===== src/rtl/fcct_pkg.sv =====
// Shared types and constants of the four-channel cascade timer.
package fcct_pkg;

    typedef enum logic [1:0] {
        ACT_TICK  = 2'd0,
        ACT_READ  = 2'd1,
        ACT_WRITE = 2'd2,
        ACT_NONE  = 2'd3
    } action_t;

    localparam logic [31:0] WRITABLE_BITS = 32'h00C7_FFFF;
    localparam logic [7:0]  CTL_WRITABLE  = 8'hC7;
    localparam logic [15:0] COUNT_MAX     = 16'hFFFF;

    localparam int CTL_CASCADE_BIT = 2;
    localparam int CTL_IRQ_BIT     = 6;
    localparam int CTL_ENABLE_BIT  = 7;

    localparam logic [9:0] PRESCALE_MASK [4] = '{10'd0, 10'd63, 10'd255, 10'd1023};

    typedef struct packed {
        logic        tick;
        logic        write;
        logic [31:0] data;
        logic [31:0] mask;
        logic [9:0]  cycle;
    } chan_cmd_t;

    typedef struct packed {
        logic [15:0] count;
        logic [7:0]  ctl;
        logic        ovf;
        logic        irq;
    } chan_stat_t;

endpackage


===== src/rtl/fcct_channel.sv =====
// One timer channel: reload, counter and control byte with prescale and cascade increment.
module fcct_channel
    import fcct_pkg::*;
(
    input  logic       aclk,
    input  logic       aresetn,
    input  chan_cmd_t  cmd,
    input  logic       wr_sel,
    input  logic       cascade_allow,
    input  logic       carry_in,
    output chan_stat_t stat
);

    logic [15:0] reload_reg, reload_next;
    logic [15:0] count_reg, count_next;
    logic [7:0]  ctl_reg, ctl_next;
    logic        fire;
    logic        inc;
    logic        ovf;
    logic [15:0] lo_m;
    logic [7:0]  hi_m;
    logic [15:0] wr_reload;
    logic [7:0]  wr_ctl;

    assign fire = ((cmd.cycle & PRESCALE_MASK[ctl_reg[1:0]]) == 10'd0);
    assign inc  = cmd.tick && ctl_reg[CTL_ENABLE_BIT]
                  && (ctl_reg[CTL_CASCADE_BIT] ? carry_in : fire);
    assign ovf  = inc && (count_reg == COUNT_MAX);

    assign lo_m = cmd.mask[15:0];
    assign hi_m = cmd.mask[23:16];

    always_comb begin
        wr_reload = (cmd.data[15:0] & lo_m) | (reload_reg & ~lo_m);
        wr_ctl    = ((cmd.data[23:16] & hi_m) | (ctl_reg & ~hi_m)) & CTL_WRITABLE;
        if (!cascade_allow) begin
            wr_ctl[CTL_CASCADE_BIT] = 1'b0;
        end
        reload_next = reload_reg;
        ctl_next    = ctl_reg;
        count_next  = count_reg;
        if (cmd.write && wr_sel) begin
            reload_next = wr_reload;
            ctl_next    = wr_ctl;
            if (wr_ctl[CTL_ENABLE_BIT] && !ctl_reg[CTL_ENABLE_BIT]) begin
                count_next = wr_reload;
            end
        end else if (inc) begin
            count_next = ovf ? reload_reg : count_reg + 16'd1;
        end
    end

    always_ff @(posedge aclk) begin
        if (!aresetn) begin
            reload_reg <= '0;
            count_reg  <= '0;
            ctl_reg    <= '0;
        end else begin
            reload_reg <= reload_next;
            count_reg  <= count_next;
            ctl_reg    <= ctl_next;
        end
    end

    assign stat.count = count_reg;
    assign stat.ctl   = ctl_reg;
    assign stat.ovf   = ovf;
    assign stat.irq   = ovf && ctl_reg[CTL_IRQ_BIT];

endmodule


===== src/rtl/four_channel_cascade_timer_top.sv =====
// Top level of the cascade timer: request register, channel array and result register.
// Takes one request per clock while s_ready is high (tick, control read or control write)
// and returns one result per request: the request is captured in an input register, the
// channel counters, prescale compare and cascade ripple across all channels settle from it
// and land in the result register once it is free, which is also when the channel state
// updates. A tick advances the 10-bit cycle counter and counts each enabled channel whose
// divider (1, 64, 256 or 1024) divides the new count, or whose lower neighbor overflowed in
// cascade mode; irq_pulse flags overflows with irq enabled. A read returns the control byte in bits
// 16-23 and the live counter; a write updates the writable control bits 0x00C7FFFF under
// the bit mask and loads the counter on a rising enable. s_ready drops only while both
// the input and result registers are full and m_ready is low.
module four_channel_cascade_timer_top
    import fcct_pkg::*;
#(
    parameter int CHANNELS = 4
) (
    input  logic        aclk,
    input  logic        aresetn,
    input  logic        s_valid,
    output logic        s_ready,
    input  logic [1:0]  s_action,
    input  logic [1:0]  s_channel,
    input  logic [31:0] s_write_data,
    input  logic [31:0] s_write_mask,
    output logic        m_valid,
    input  logic        m_ready,
    output logic [31:0] m_read_data,
    output logic [3:0]  m_irq_pulse
);

    localparam int         IDX_W    = $clog2(CHANNELS);
    localparam logic [2:0] CH_LIMIT = 3'(CHANNELS);

    logic        in_valid_reg;
    action_t     action_reg;
    logic [1:0]  channel_reg;
    logic [31:0] data_reg;
    logic [31:0] mask_reg;
    logic        out_valid_reg;
    logic [31:0] read_data_reg, read_data_next;
    logic [3:0]  irq_reg, irq_next;
    logic [9:0]  cycle_reg, cycle_next;
    logic        advance;
    logic        ch_ok;
    logic        do_tick;
    chan_cmd_t   cmd;
    chan_stat_t  stat [CHANNELS];
    logic [CHANNELS-1:0] irq_vec;
    logic [CHANNELS-1:0] wr_sel;

    assign advance = in_valid_reg && (!out_valid_reg || m_ready);
    assign s_ready = !in_valid_reg || advance;
    assign ch_ok   = ({1'b0, channel_reg} < CH_LIMIT);
    assign do_tick = advance && (action_reg == ACT_TICK);

    assign cycle_next = cycle_reg + 10'd1;

    assign cmd.tick  = do_tick;
    assign cmd.write = advance && (action_reg == ACT_WRITE) && ch_ok;
    assign cmd.data  = data_reg;
    assign cmd.mask  = mask_reg & WRITABLE_BITS;
    assign cmd.cycle = cycle_next;

    genvar gi;
    generate
        for (gi = 0; gi < CHANNELS; gi++) begin : g_chan
            assign wr_sel[gi]  = (channel_reg[IDX_W-1:0] == IDX_W'(gi));
            assign irq_vec[gi] = stat[gi].irq;
            if (gi == 0) begin : g_first
                fcct_channel u_chan (
                    .aclk          (aclk),
                    .aresetn       (aresetn),
                    .cmd           (cmd),
                    .wr_sel        (wr_sel[gi]),
                    .cascade_allow (1'b0),
                    .carry_in      (1'b0),
                    .stat          (stat[gi])
                );
            end else begin : g_next
                fcct_channel u_chan (
                    .aclk          (aclk),
                    .aresetn       (aresetn),
                    .cmd           (cmd),
                    .wr_sel        (wr_sel[gi]),
                    .cascade_allow (1'b1),
                    .carry_in      (stat[gi-1].ovf),
                    .stat          (stat[gi])
                );
            end
        end
    endgenerate

    always_comb begin
        read_data_next = '0;
        irq_next       = '0;
        case (action_reg)
            ACT_TICK: begin
                irq_next[CHANNELS-1:0] = irq_vec;
            end
            ACT_READ: begin
                if (ch_ok) begin
                    read_data_next = {8'd0, stat[channel_reg[IDX_W-1:0]].ctl,
                                      stat[channel_reg[IDX_W-1:0]].count};
                end
            end
            default: begin
                read_data_next = '0;
            end
        endcase
    end

    always_ff @(posedge aclk) begin
        if (!aresetn) begin
            in_valid_reg  <= 1'b0;
            out_valid_reg <= 1'b0;
            cycle_reg     <= '0;
        end else begin
            if (s_ready) begin
                in_valid_reg <= s_valid;
            end
            if (advance) begin
                out_valid_reg <= 1'b1;
            end else if (m_ready) begin
                out_valid_reg <= 1'b0;
            end
            if (do_tick) begin
                cycle_reg <= cycle_next;
            end
        end
    end

    always_ff @(posedge aclk) begin
        if (s_ready && s_valid) begin
            action_reg  <= action_t'(s_action);
            channel_reg <= s_channel;
            data_reg    <= s_write_data;
            mask_reg    <= s_write_mask;
        end
        if (advance) begin
            read_data_reg <= read_data_next;
            irq_reg       <= irq_next;
        end
    end

    assign m_valid     = out_valid_reg;
    assign m_read_data = read_data_reg;
    assign m_irq_pulse = irq_reg;

    a_irq_only_tick: assert property (@(posedge aclk) disable iff (!aresetn)
        (advance && (action_reg != ACT_TICK)) |=> (irq_reg == 4'd0))
        else $error("irq pulse on a non-tick request");

    a_data_only_read: assert property (@(posedge aclk) disable iff (!aresetn)
        (advance && (action_reg != ACT_READ)) |=> (read_data_reg == 32'd0))
        else $error("read data on a non-read request");

    a_cycle_hold: assert property (@(posedge aclk) disable iff (!aresetn)
        !do_tick |=> $stable(cycle_reg))
        else $error("cycle count moved without a tick");

    a_full_stall: assert property (@(posedge aclk) disable iff (!aresetn)
        (in_valid_reg && out_valid_reg && !m_ready) |-> !s_ready)
        else $error("request taken while both stages are stalled");

endmodule

===== config.mk =====
export PLATFORM = sky130hd
export DESIGN_NAME = four_channel_cascade_timer_top
export DESIGN_NICKNAME = d
export VERILOG_FILES = /design/src/rtl/fcct_pkg.sv /design/src/rtl/fcct_channel.sv /design/src/rtl/four_channel_cascade_timer_top.sv
export SDC_FILE = /design/constraint.sdc
export NUM_CORES = 1
export LEC_CHECK = 0
export BUFFER_PORTS_ARGS = -buffer_cell sky130_fd_sc_hd__buf_2
export CELL_PAD_IN_SITES_DETAIL_PLACEMENT = 2
export CELL_PAD_IN_SITES_GLOBAL_PLACEMENT = 2
export CORE_ASPECT_RATIO = 1.75
export CORE_MARGIN = 2
export CORE_UTILIZATION = 40
export CTS_CLUSTER_SIZE = 14
export DETAILED_ROUTE_END_ITERATION = 8
export GPL_ROUTABILITY_DRIVEN = 1
export PLACE_DENSITY = 0.86
export SKIP_LAST_GASP = 1
export SYNTH_ARGS = -nofsm -noshare
export SYNTH_HDL_FRONTEND = slang
export SYNTH_SLANG_ARGS = --single-unit

===== constraint.sdc =====
create_clock -name aclk -period 7.85 [get_ports aclk]
set_input_delay 0.785 -clock aclk [delete_from_list [all_inputs] [get_ports aclk]]
set_output_delay 0.785 -clock aclk [all_outputs]
set_load 0.01 [all_outputs]

# ---- Word level (Yosys, flattened, before mapping)
# Index checks and enable logic that the tools add are counted.
dict set report word_totals {
  register_bits 247
  input_bits 72
  out_inout_bits 38
  wordCells 161
}
dict set report op_classes {
  addsub 5
  order_cmp 5
  n_eq_ne 13
  n_mux 36
  bitwise_logic 29
  n_reduce_logical 51
}
# cell count
set op_table {}
lappend op_table {{two-way mux 16 bit} 16}
lappend op_table {{bitwise AND 16 bit} 5}
lappend op_table {{binary-select mux 10 bit (select 2 bit)} 4}
lappend op_table {{two-way mux 10 bit} 8}
lappend op_table {{adder 16 x 1 -> 16 bit (second input constant)} 4}
lappend op_table {{== test 16 bit (second input constant)} 4}
lappend op_table {{OR 16 bit} 4}
lappend op_table {{binary-select mux 26 bit (select 2 bit)} 1}
lappend op_table {{two-way mux 26 bit} 2}
lappend op_table {{bitwise AND 10 bit} 4}
lappend op_table {{bitwise AND 8 bit} 5}
lappend op_table {{logical NOT 10 bit} 4}
lappend op_table {{OR 8 bit} 4}
lappend op_table {{logical AND 1 bit} 28}
lappend op_table {{NOT 16 bit} 1}
lappend op_table {{>= comparator 3 bit (second input constant)} 5}
lappend op_table {{NOT 2 -> 3 bit} 5}
lappend op_table {{adder 10 x 1 -> 10 bit (second input constant)} 1}
lappend op_table {{nonzero test 2 bit} 5}
lappend op_table {{!= test 2 bit (second input constant)} 4}
lappend op_table {{NOT 8 bit} 1}
lappend op_table {{AND reduction 2 bit} 4}
lappend op_table {{== test 2 bit (second input constant)} 3}
lappend op_table {{logical NOT 1 bit} 6}
lappend op_table {{4 further kinds} 11}

# ---- Longest topological paths before layout
# Gate-level depths: netlist of run 1.
dict set report depth {
  word_depth 21
  mapped_depth 12
  ltp_nobuf 10
}

# ---- Cells and area by module
# From an unflattened synthesis of run 1, not the netlist that was laid out.
dict set report hier_totals {
  cells_unflattened 1440
  area_unflattened_um2 13340.3
}
# mod instances cells_per_inst area_each_um2
set modules_own_cells {}
lappend modules_own_cells {{fcct_channel at g_chan[1].g_next.u_chan ...} 3 299 2307.2}
lappend modules_own_cells {four_channel_cascade_timer_top 1 241 4071.4}
lappend modules_own_cells {{fcct_channel at g_chan[0].g_first.u_chan} 1 302 2347.3}

# ---- Worst setup path before layout of run 1
# Ideal clock, no wire load.
dict set report synth_path {
  path_type {in2reg}
  startpoint {input port m_ready}
  endpoint {register g_chan[0].g_first.u_chan.count_reg[10]}
  setup_ns 0.091
  arrival_time_ns 3.672
  t_required_ns 7.759
  slack_ns 4.087
  cell_stages 9
  path_buffers 2
  path_cell_list {nor2b_1 > nor2b_1 > nand3b_1 > or3_1 > clkbuf_1 > o31ai_1 > clkbuf_1 > nor2_1 > a311oi_1}
}
dict set report synth_via {
  elab_chain_cells 9
  word_cells_on_any_way 14
}
# element line
set synth_rtl {}
lappend synth_rtl {{start: declaration} four_channel_cascade_timer_top.sv:26} ;# input logic m_ready,
lappend synth_rtl {{logical OR 1 bit *} four_channel_cascade_timer_top.sv:51} ;# assign advance = in_valid_reg && (!out_valid_reg || m_ready);
lappend synth_rtl {{logical AND 1 bit *} four_channel_cascade_timer_top.sv:51}
lappend synth_rtl {{via advance} four_channel_cascade_timer_top.sv:43} ;# logic advance;
lappend synth_rtl {{logical AND 1 bit} four_channel_cascade_timer_top.sv:54} ;# assign do_tick = advance && (action_reg == ACT_TICK);
lappend synth_rtl {{logical AND 1 bit} fcct_channel.sv:26} ;# assign inc = cmd.tick && ctl_reg[CTL_ENABLE_BIT]
lappend synth_rtl {{logical AND 1 bit} fcct_channel.sv:27} ;# && (ctl_reg[CTL_CASCADE_BIT] ? carry_in : fire);
lappend synth_rtl {{logical AND 1 bit} fcct_channel.sv:28} ;# assign ovf = inc && (count_reg == COUNT_MAX);
lappend synth_rtl {{two-way mux 16 bit} fcct_channel.sv:49} ;# count_next = ovf ? reload_reg : count_reg + 16'd1;
lappend synth_rtl {{two-way mux 16 bit} fcct_channel.sv:48} ;# end else if (inc) begin
lappend synth_rtl {{two-way mux 16 bit} fcct_channel.sv:42} ;# if (cmd.write && wr_sel) begin
lappend synth_rtl {{end signal: assignment} fcct_channel.sv:60} ;# count_reg <= count_next;
lappend synth_rtl {{end: declaration} fcct_channel.sv:15} ;# logic [15:0] count_reg, count_next;
# Mark *: on every way through the listed nets, which the timed path passes. The rest lies on a longest branch. The select of a mux whose other input is x is not followed.
# A chain may end at the register's enable or synchronous reset.

# ---- Final worst setup path of run 1
dict set report layout_path {
  startpoint {register g_chan[2].g_next.u_chan.count_reg[0]}
  endpoint {register g_chan[3].g_next.u_chan.count_reg[11]}
}
dict set report layout_via {
  elab_chain_cells 8
  word_cells_on_any_way 10
}
# element line
set layout_rtl {}
lappend layout_rtl {{start: declaration} fcct_channel.sv:15}
lappend layout_rtl {{start signal: assignment} fcct_channel.sv:60}
lappend layout_rtl {{== test 16 bit *} fcct_channel.sv:28}
lappend layout_rtl {{logical AND 1 bit *} fcct_channel.sv:28}
lappend layout_rtl {{two-way mux 1 bit *} fcct_channel.sv:27}
lappend layout_rtl {{logical AND 1 bit *} fcct_channel.sv:27}
lappend layout_rtl {{logical AND 1 bit} fcct_channel.sv:28}
lappend layout_rtl {{two-way mux 16 bit} fcct_channel.sv:49}
lappend layout_rtl {{two-way mux 16 bit} fcct_channel.sv:48}
lappend layout_rtl {{two-way mux 16 bit} fcct_channel.sv:42}
lappend layout_rtl {{end signal: assignment} fcct_channel.sv:60}
lappend layout_rtl {{end: declaration} fcct_channel.sv:15}
# Mark *: on every way between the ends. The rest lies on a longest branch, timed or not. The select of a mux whose other input is x is not followed.

==> impl_results.md, run 1 <==
- Outcome: finished clean
- Width of the die: 135 microns
- Post-CTS Hold Buffers: 0
- Slew margin rel.: 17.0%
- Final setup fails: 0
- PwrDens: 194 nW/um^2
- GRT Total Usage: 32.3%
- Fillers: 3287
- Syn Inst Count: 1397
- Postcts setup bufs: 0
- Crit-path cells: ha_1 -> nand3_1 -> nor3_1 -> nand3_1 -> nor4_1 -> o2111a_1 -> o22a_1 -> o311ai_0 -> a221oi_1
- # diodes: 0
- Total Wirelength: 50.3 mm
- Max Clk Rate: 0.219 GHz
- Port bufs: 76
- IO Pins: 110
- CTS HTree Levels: 1
- Critical setup path kind: reg -> reg
- Layout cells sized above 1: 13.4%
- Fin. Hold Viols: 0
- Max IR drop VDD: 0.172 mV
- Crit Path Max Fanout: 11
- Global-route wire length before repair: 76.3 mm
- Vias per cell: 6.29
- CP max-delay cell: nor3_1
- P_sw: 0.623 mW
- Leading area contributor after synthesis: dfxtp_1
- RSZ-0062 raised after global routing: no
- Slew Viols, Final: 0
- Final ANT Viol Nets: 0
- CP top delay family: simple AND/OR/NAND/NOR gates
- Synth top area cells: dfxtp_1 26%, edfxtp_1 18%, nand2_1 6.8%
- Hold WC Path Type: in -> reg
- Layout net count: 1498
- Clk buf depth: 3
- CP startpoint kind: register
- Avg WL per Cell: 27.5 microns
- Most frequent cells after synthesis: 218 x nand2_1, 159 x dfxtp_1, 149 x nor2_1, 117 x a21oi_1, 93 x nand3_1
- Initial antenna violation count: 0
- Post-DP HPWL: 34.5 mm
- Async set-reset flop share out of synthesis: 0%
- Vias in the first global route: 12.8k
- Lkg Pwr: 4.64 nW
- Count leader, synth: nand2_1
- Worst endpoint required time: 8.28 ns
- Unique masters post-synth: 85
- Post-synthesis sequential area ratio: 44.1%
- Most common cell type on the critical path: nand3_1
- Post-synth top area share: 26.4%
- Initial Utilization: 40.3%
- Hold_ws: 0.411 ns
- Area grow syn2layout: 11.9%
- CTS resizes: 0
- Core area: 29800 sq um
- Worst path bufs/invs: 0
- Number of CTS-inserted buffers: 24
- DR pass1 iterations: 5
- Sequential power share: 49.2%
- Fin crit share: 58.2%
- Drc violations: 0
- Clock period minus worst slack: 4.57 ns
- Clock-pin slew on the worst setup and hold paths: 0.07 ns
- Clk pwr share: 46.8%
- Final estimated routing congestion in global placement: 0.918
- Post-synth EDFFs: 71
- Starting DRT DRC Count: 701
- Cell-internal power: 1.99 mW
- Sum of negative setup slack: 0 ns
- Synth warn: 0
- Synth Cell Area: 12000 sq um
- Area after DPL: 12600 sq um
- TritonCTS clock tree: yes
- Clk root buf: clkbuf_16
- Detailed-route via count: 11.5k
- Total die area: 31600 sq um
- Overflow left after global routing: 0
- DIE HEIGHT: 234 microns
- Syn_area_per_cell: 8.62 sq um
- Skew final: 0.0139 ns
- Setup crit end kind: register
- Slew @ Worst Pin: 1.24 ns
- Sw Ratio: 23.9%
- Post-route cell area: 13500 sq um
- #FFs+latches synth: 230
- Max-cap viol count: 0
- Comb power frac: 4.0%
- Clk_lat worst skew: 0.55 ns
- FP Rows: 84
- Ys flop type: dfxtp_1
- Clock sink total: 230
- CP arrival: 5.01 ns
- Slowest stage delay, CP: 0.80 ns
- Pin count of the biggest net entering global routing: 76
worst paths after layout:
kind                            cells past startpoint                                endpoint                              startpoint  slack [ns]
worst max register to register                      9   g_chan[3].g_next.u_chan.count_reg[11]    g_chan[2].g_next.u_chan.count_reg[0]        3.28
worst max-delay path                                9   g_chan[3].g_next.u_chan.count_reg[11]    g_chan[2].g_next.u_chan.count_reg[0]        3.28
worst min-delay path                                1                             mask_reg[3]                         s_write_mask[3]        0.41
worst min register to register                      2  g_chan[0].g_first.u_chan.reload_reg[6]  g_chan[0].g_first.u_chan.reload_reg[6]        0.46
per-layer routing:
| metal | global-route usage [%] | routed length (microns) | vias to the layer above | part of all wire, % |
|---|---|---|---|---|
| li1 | - | - | 5053 | - |
| met1 | 33.0 | 17400 | 5827 | 35 |
| met2 | 58.0 | 26000 | 386 | 52 |
| met3 | 4.47 | 2330 | 221 | 4.6 |
| met4 | 26.0 | 4650 | 0 | 9.3 |
| met5 | 0 | 0 | - | 0 |
cells in the final DEF, fill, tap and decap left out, drive strengths merged, types with 8 or more instances in the layout:
cell and instances:
o21ai 70, nand2 219, xnor2 25, edfxtp 71
conb 11, o311ai 10, a21oi 117, nand2b 9
clkbuf 32, xor2 16, inv 21, o221ai 8
mux4 20, and3 21, or2 10, and2 14
o21bai 12, a221oi 12, mux2i 18, nor2 149
nand3 95, buf 97, o2111ai 19, nor2b 33
dfxtp 159, nand4 16, a31oi 20
metrics by stage:
stage / power [mW] / utilization (%) / setup WS [ns] / cells
5_1_grt: 2.68 / 45.1 / 3.06 / 1826
6_report: 2.61 / 45.1 / 3.28 / 1826
3_5_place_dp: 1.41 / 42.4 / 3.33 / 1782
4_1_cts: 2.63 / 45.1 / 3.45 / 1826
2_1_floorplan: 1.36 / - / 4.09 / 1407
3_3_place_gp: 1.41 / 42.4 / 3.54 / 1782
cell families (layout without fill, tap and decap cells):
| kind of cell | count (synthesis) | in the layout | share of synthesized area (%) |
|---|---|---|---|
| AO/OA/AOI/OAI | 345 | 345 | 18.7 |
| other | 1 | 11 | 0.0311 |
| AND/OR/NAND/NOR | 604 | 604 | 23.4 |
| XOR/XNOR | 41 | 41 | 2.98 |
| buffers and inverters | 130 | 162 | 4.78 |
| multiplexers | 41 | 41 | 5.52 |
| flip-flops | 230 | 230 | 44.1 |
| adder cells (fa/ha/maj) | 5 | 5 | 0.520 |
power by group through the flow:
| stage | registers, mW | clock network, mW | logic (mW) |
|---|---|---|---|
| finish | 1.29 | 1.22 | 0.104 |
| global route | 1.29 | 1.28 | 0.112 |
| CTS | 1.29 | 1.24 | 0.104 |
| detailed placement | 1.31 | 0 | 0.103 |
| global placement | 1.31 | 0 | 0.0990 |
| floorplan | 1.29 | 0 | 0.0720 |
final cells by class:
type,count,area (sq um),share of cell area (%)
clock inverters,12,143,1.06
inverters,21,81.3,0.604
clock buffers,32,682,5.06
well taps,387,484,3.60
flip-flops and latches,230,5320,39.5
multi-input cells,1047,6220,46.2
repair buffers,97,538,3.99
No activity file was read; power rests on OpenSTA's default activity.
==> run 2: changes to the inputs <==
- ABC_AREA: unset -> 1
- CORE_UTILIZATION: 40 -> 31
- PLACE_DENSITY: 0.86 -> 0.75
- clock period: 7.85 -> 4 ns (I/O delays scaled with it)
==> run 2 against run 1 <==
Register-to-register slack lost 2.7 ns. Highest routed layer unchanged. Largest power group is now clock. Sequential share of layout area shrank 0.43 points. Combinational power grew 150%. Clock skew grew 0.0097 ns.
==> impl_results.md, run 2 <==
- CP top delay family: simple AND/OR/NAND/NOR gates
- Pin count of the biggest net entering global routing: 68
- Post-Synth Simple-Gate Area: 22.2%
- Fin crit share: 84.5%
- Crit-path cells: ha_1 -> nand2_1 -> nor2_2 -> nand3_1 -> nor2_1 -> nand2_1 -> nor2_2 -> nand3_1 -> nor3_2 -> nand3_1 -> nor2_1 -> nand3_4 -> nand2_2 -> nand3_2 -> o21ai_0 -> nor2_1 -> nor2_1
- Setup crit start: g_chan[2].g_next.u_chan.count_reg[0]
- Detailed-route via count: 11.2k
- Clock sink total: 230
- Clk buf depth: 3
- CP max-delay cell: nand3_2
- Overflow left after global routing: 0
- # diodes: 0
- Total Wirelength: 46.1 mm
- Most frequent cells after synthesis: 345 x nand2_1, 159 x dfxtp_1, 158 x inv_1, 158 x o21ai_0, 129 x a21oi_1
- Synth warn: 0
- Width of the die: 150 microns
- Synth top area cells: dfxtp_1 28%, edfxtp_1 18%, nand2_1 11%
- Max-cap viol count: 0
- Leading area contributor after synthesis: dfxtp_1
- Async set-reset flop share out of synthesis: 0%
- Slowest stage delay, CP: 0.41 ns
- Unique masters post-synth: 45
- Skew final: 0.0236 ns
- Ys flop type: dfxtp_1
- Largest family of logic cells by synthesized area: simple AND/OR/NAND/NOR gates
- Most frequent cells in the layout: 345 x nand2_1, 159 x dfxtp_1, 157 x inv_1
- Clock period minus worst slack: 3.38 ns
- Max IR drop VDD: 0.316 mV
- Core Util, Final: 37.0%
- Avg WL per Cell: 21.9 microns
- Adder-cell share of the synthesized area: 0.542%
- Clock-pin slew on the worst setup and hold paths: 0.06 ns
- Synth Cell Area: 11500 sq um
- Slew margin rel.: 25.5%
- GRT Total Usage: 23.9%
- Port bufs: 76
- Core area: 36800 sq um
- Vias per cell: 5.30
- PwrDens: 397 nW/um^2
- FP Rows: 93
- CP arrival: 3.86 ns
- Count leader, synth: nand2_1
- Post-CTS Hold Buffers: 26
- CTS resizes: 0
- Most common cell type on the critical path: nor2_1
- Initial Utilization: 31.4%
- Fin. Hold Viols: 0
- Outcome: finished clean
- #FFs+latches synth: 230
- Global-route wire length before repair: 71.4 mm
- Crit Path Max Fanout: 17
- Hold wc startpoint: s_write_data[2]
- Worst path bufs/invs: 0
- Clk_lat worst skew: 0.57 ns
- Vias in the first global route: 12.5k
- Final estimated routing congestion in global placement: 0.833
- Number of CTS-inserted buffers: 26
- Syn Inst Count: 1525
- Slew Viols, Final: 0
- Total die area: 38800 sq um
- CTS HTree Levels: 1
- Lkg Pwr: 5.00 nW
- Post-synth top area share: 27.6%
- Setup crit end kind: register
- CP startpoint kind: register
- Post-synthesis sequential area ratio: 46.1%
- Final ANT Viol Nets: 0
- TritonCTS clock tree: yes
- Syn_area_per_cell: 7.57 sq um
- Post-synth EDFFs: 71
- Postcts setup bufs: 0
- Max Clk Rate: 0.296 GHz
- Clk root buf: clkbuf_16
- Complex-gate fraction of the synthesized area: 19.7%
- Layout net count: 1688
- Critical R2R Launch: g_chan[2].g_next.u_chan.count_reg[0]
- Critical setup path kind: reg -> reg
- Sum of negative setup slack: 0 ns
- Mux cell area share after synthesis: 0%
- Final setup fails: 0
- Worst endpoint required time: 4.48 ns
- RSZ-0062 raised after global routing: no
- Initial antenna violation count: 0
- Commonest non-fill, non-tap cell in the layout: nand2_1
- IO Pins: 110
- Post-DP HPWL: 33.7 mm
- Slew @ Worst Pin: 1.12 ns
- Area grow syn2layout: 18.0%
- Hold WC Path Type: in -> reg
- Drc violations: 0
- Starting DRT DRC Count: 514
- DIE HEIGHT: 259 microns
- Xor/xnor share of the synthesized area: 2.73%
- DR pass1 iterations: 5
- Layout cells sized above 1: 11.6%
## run 2: logic make-up after synthesis
logic type               Yosys count
AO/OA/AOI/OAI                    408
adder cells (fa/ha/maj)            5
AND/OR/NAND/NOR                  593
XOR/XNOR                          36
buffers and inverters            252
flip-flops                       230
other                              1
## run 2: path summary, 6_finish.rpt
kind                                                               to  slack [ns]  cells past startpoint
worst max register to register   g_chan[3].g_next.u_chan.count_reg[6]        0.62                     17
worst min register to register  g_chan[2].g_next.u_chan.reload_reg[2]        0.46                      2
worst max-delay path             g_chan[3].g_next.u_chan.count_reg[6]        0.62                     17
worst min-delay path                                      data_reg[2]        0.02                      1
## run 2: layout make-up
class | instances | area [sq um]
multi-input cells | 1053 | 5270
fillers | 4336 | 23200
inverters | 168 | 631
clock inverters | 18 | 235
clock buffers | 30 | 697
well taps | 475 | 594
flip-flops and latches | 230 | 5320
repair buffers | 132 | 878
## run 2: metrics by stage
step / power (mW) / cells / instance area, sq um / setup WS (ns) / hold WS (ns)
global placement: 2.78 / 2032 / 12400 / 0.739 / 0.448
global route: 5.58 / 2106 / 13600 / 0.249 / 0.00468
CTS: 5.47 / 2106 / 13600 / 0.567 / 0.000239
finish: 5.40 / 2106 / 13600 / 0.620 / 0.0235
floorplan: 2.67 / 1535 / 11600 / 1.55 / 0.441
detailed placement: 2.79 / 2032 / 12400 / 0.637 / 0.459
## run 2: worst register-to-register path: cells and delay by family, from the launching register on
family,cells,cell delay [ns]
adder cells (fa/ha/maj),1,0.24
AND/OR/NAND/NOR,15,2.32
AO/OA/AOI/OAI,1,0.35
flip-flops,1,0.40
## run 2: report_power, final
part / internal [mW] / leakage, nW / switching, mW / total (mW)
clock: 1.58 / 0.444 / 1.07 / 2.65
sequential: 2.46 / 1.98 / 0.0440 / 2.50
combinational: 0.0785 / 2.58 / 0.179 / 0.258
## run 2: per-layer routing
layer | share of wire (%) | vias up | wire length, microns | GRT usage (%)
met5 | 0 | - | 0 | 0
met4 | 4.1 | 0 | 1890 | 9.67
met3 | 3.2 | 99 | 1460 | 2.55
met2 | 56 | 215 | 25800 | 47.2
met1 | 37 | 5572 | 16900 | 25.1
li1 | - | 5274 | - | -
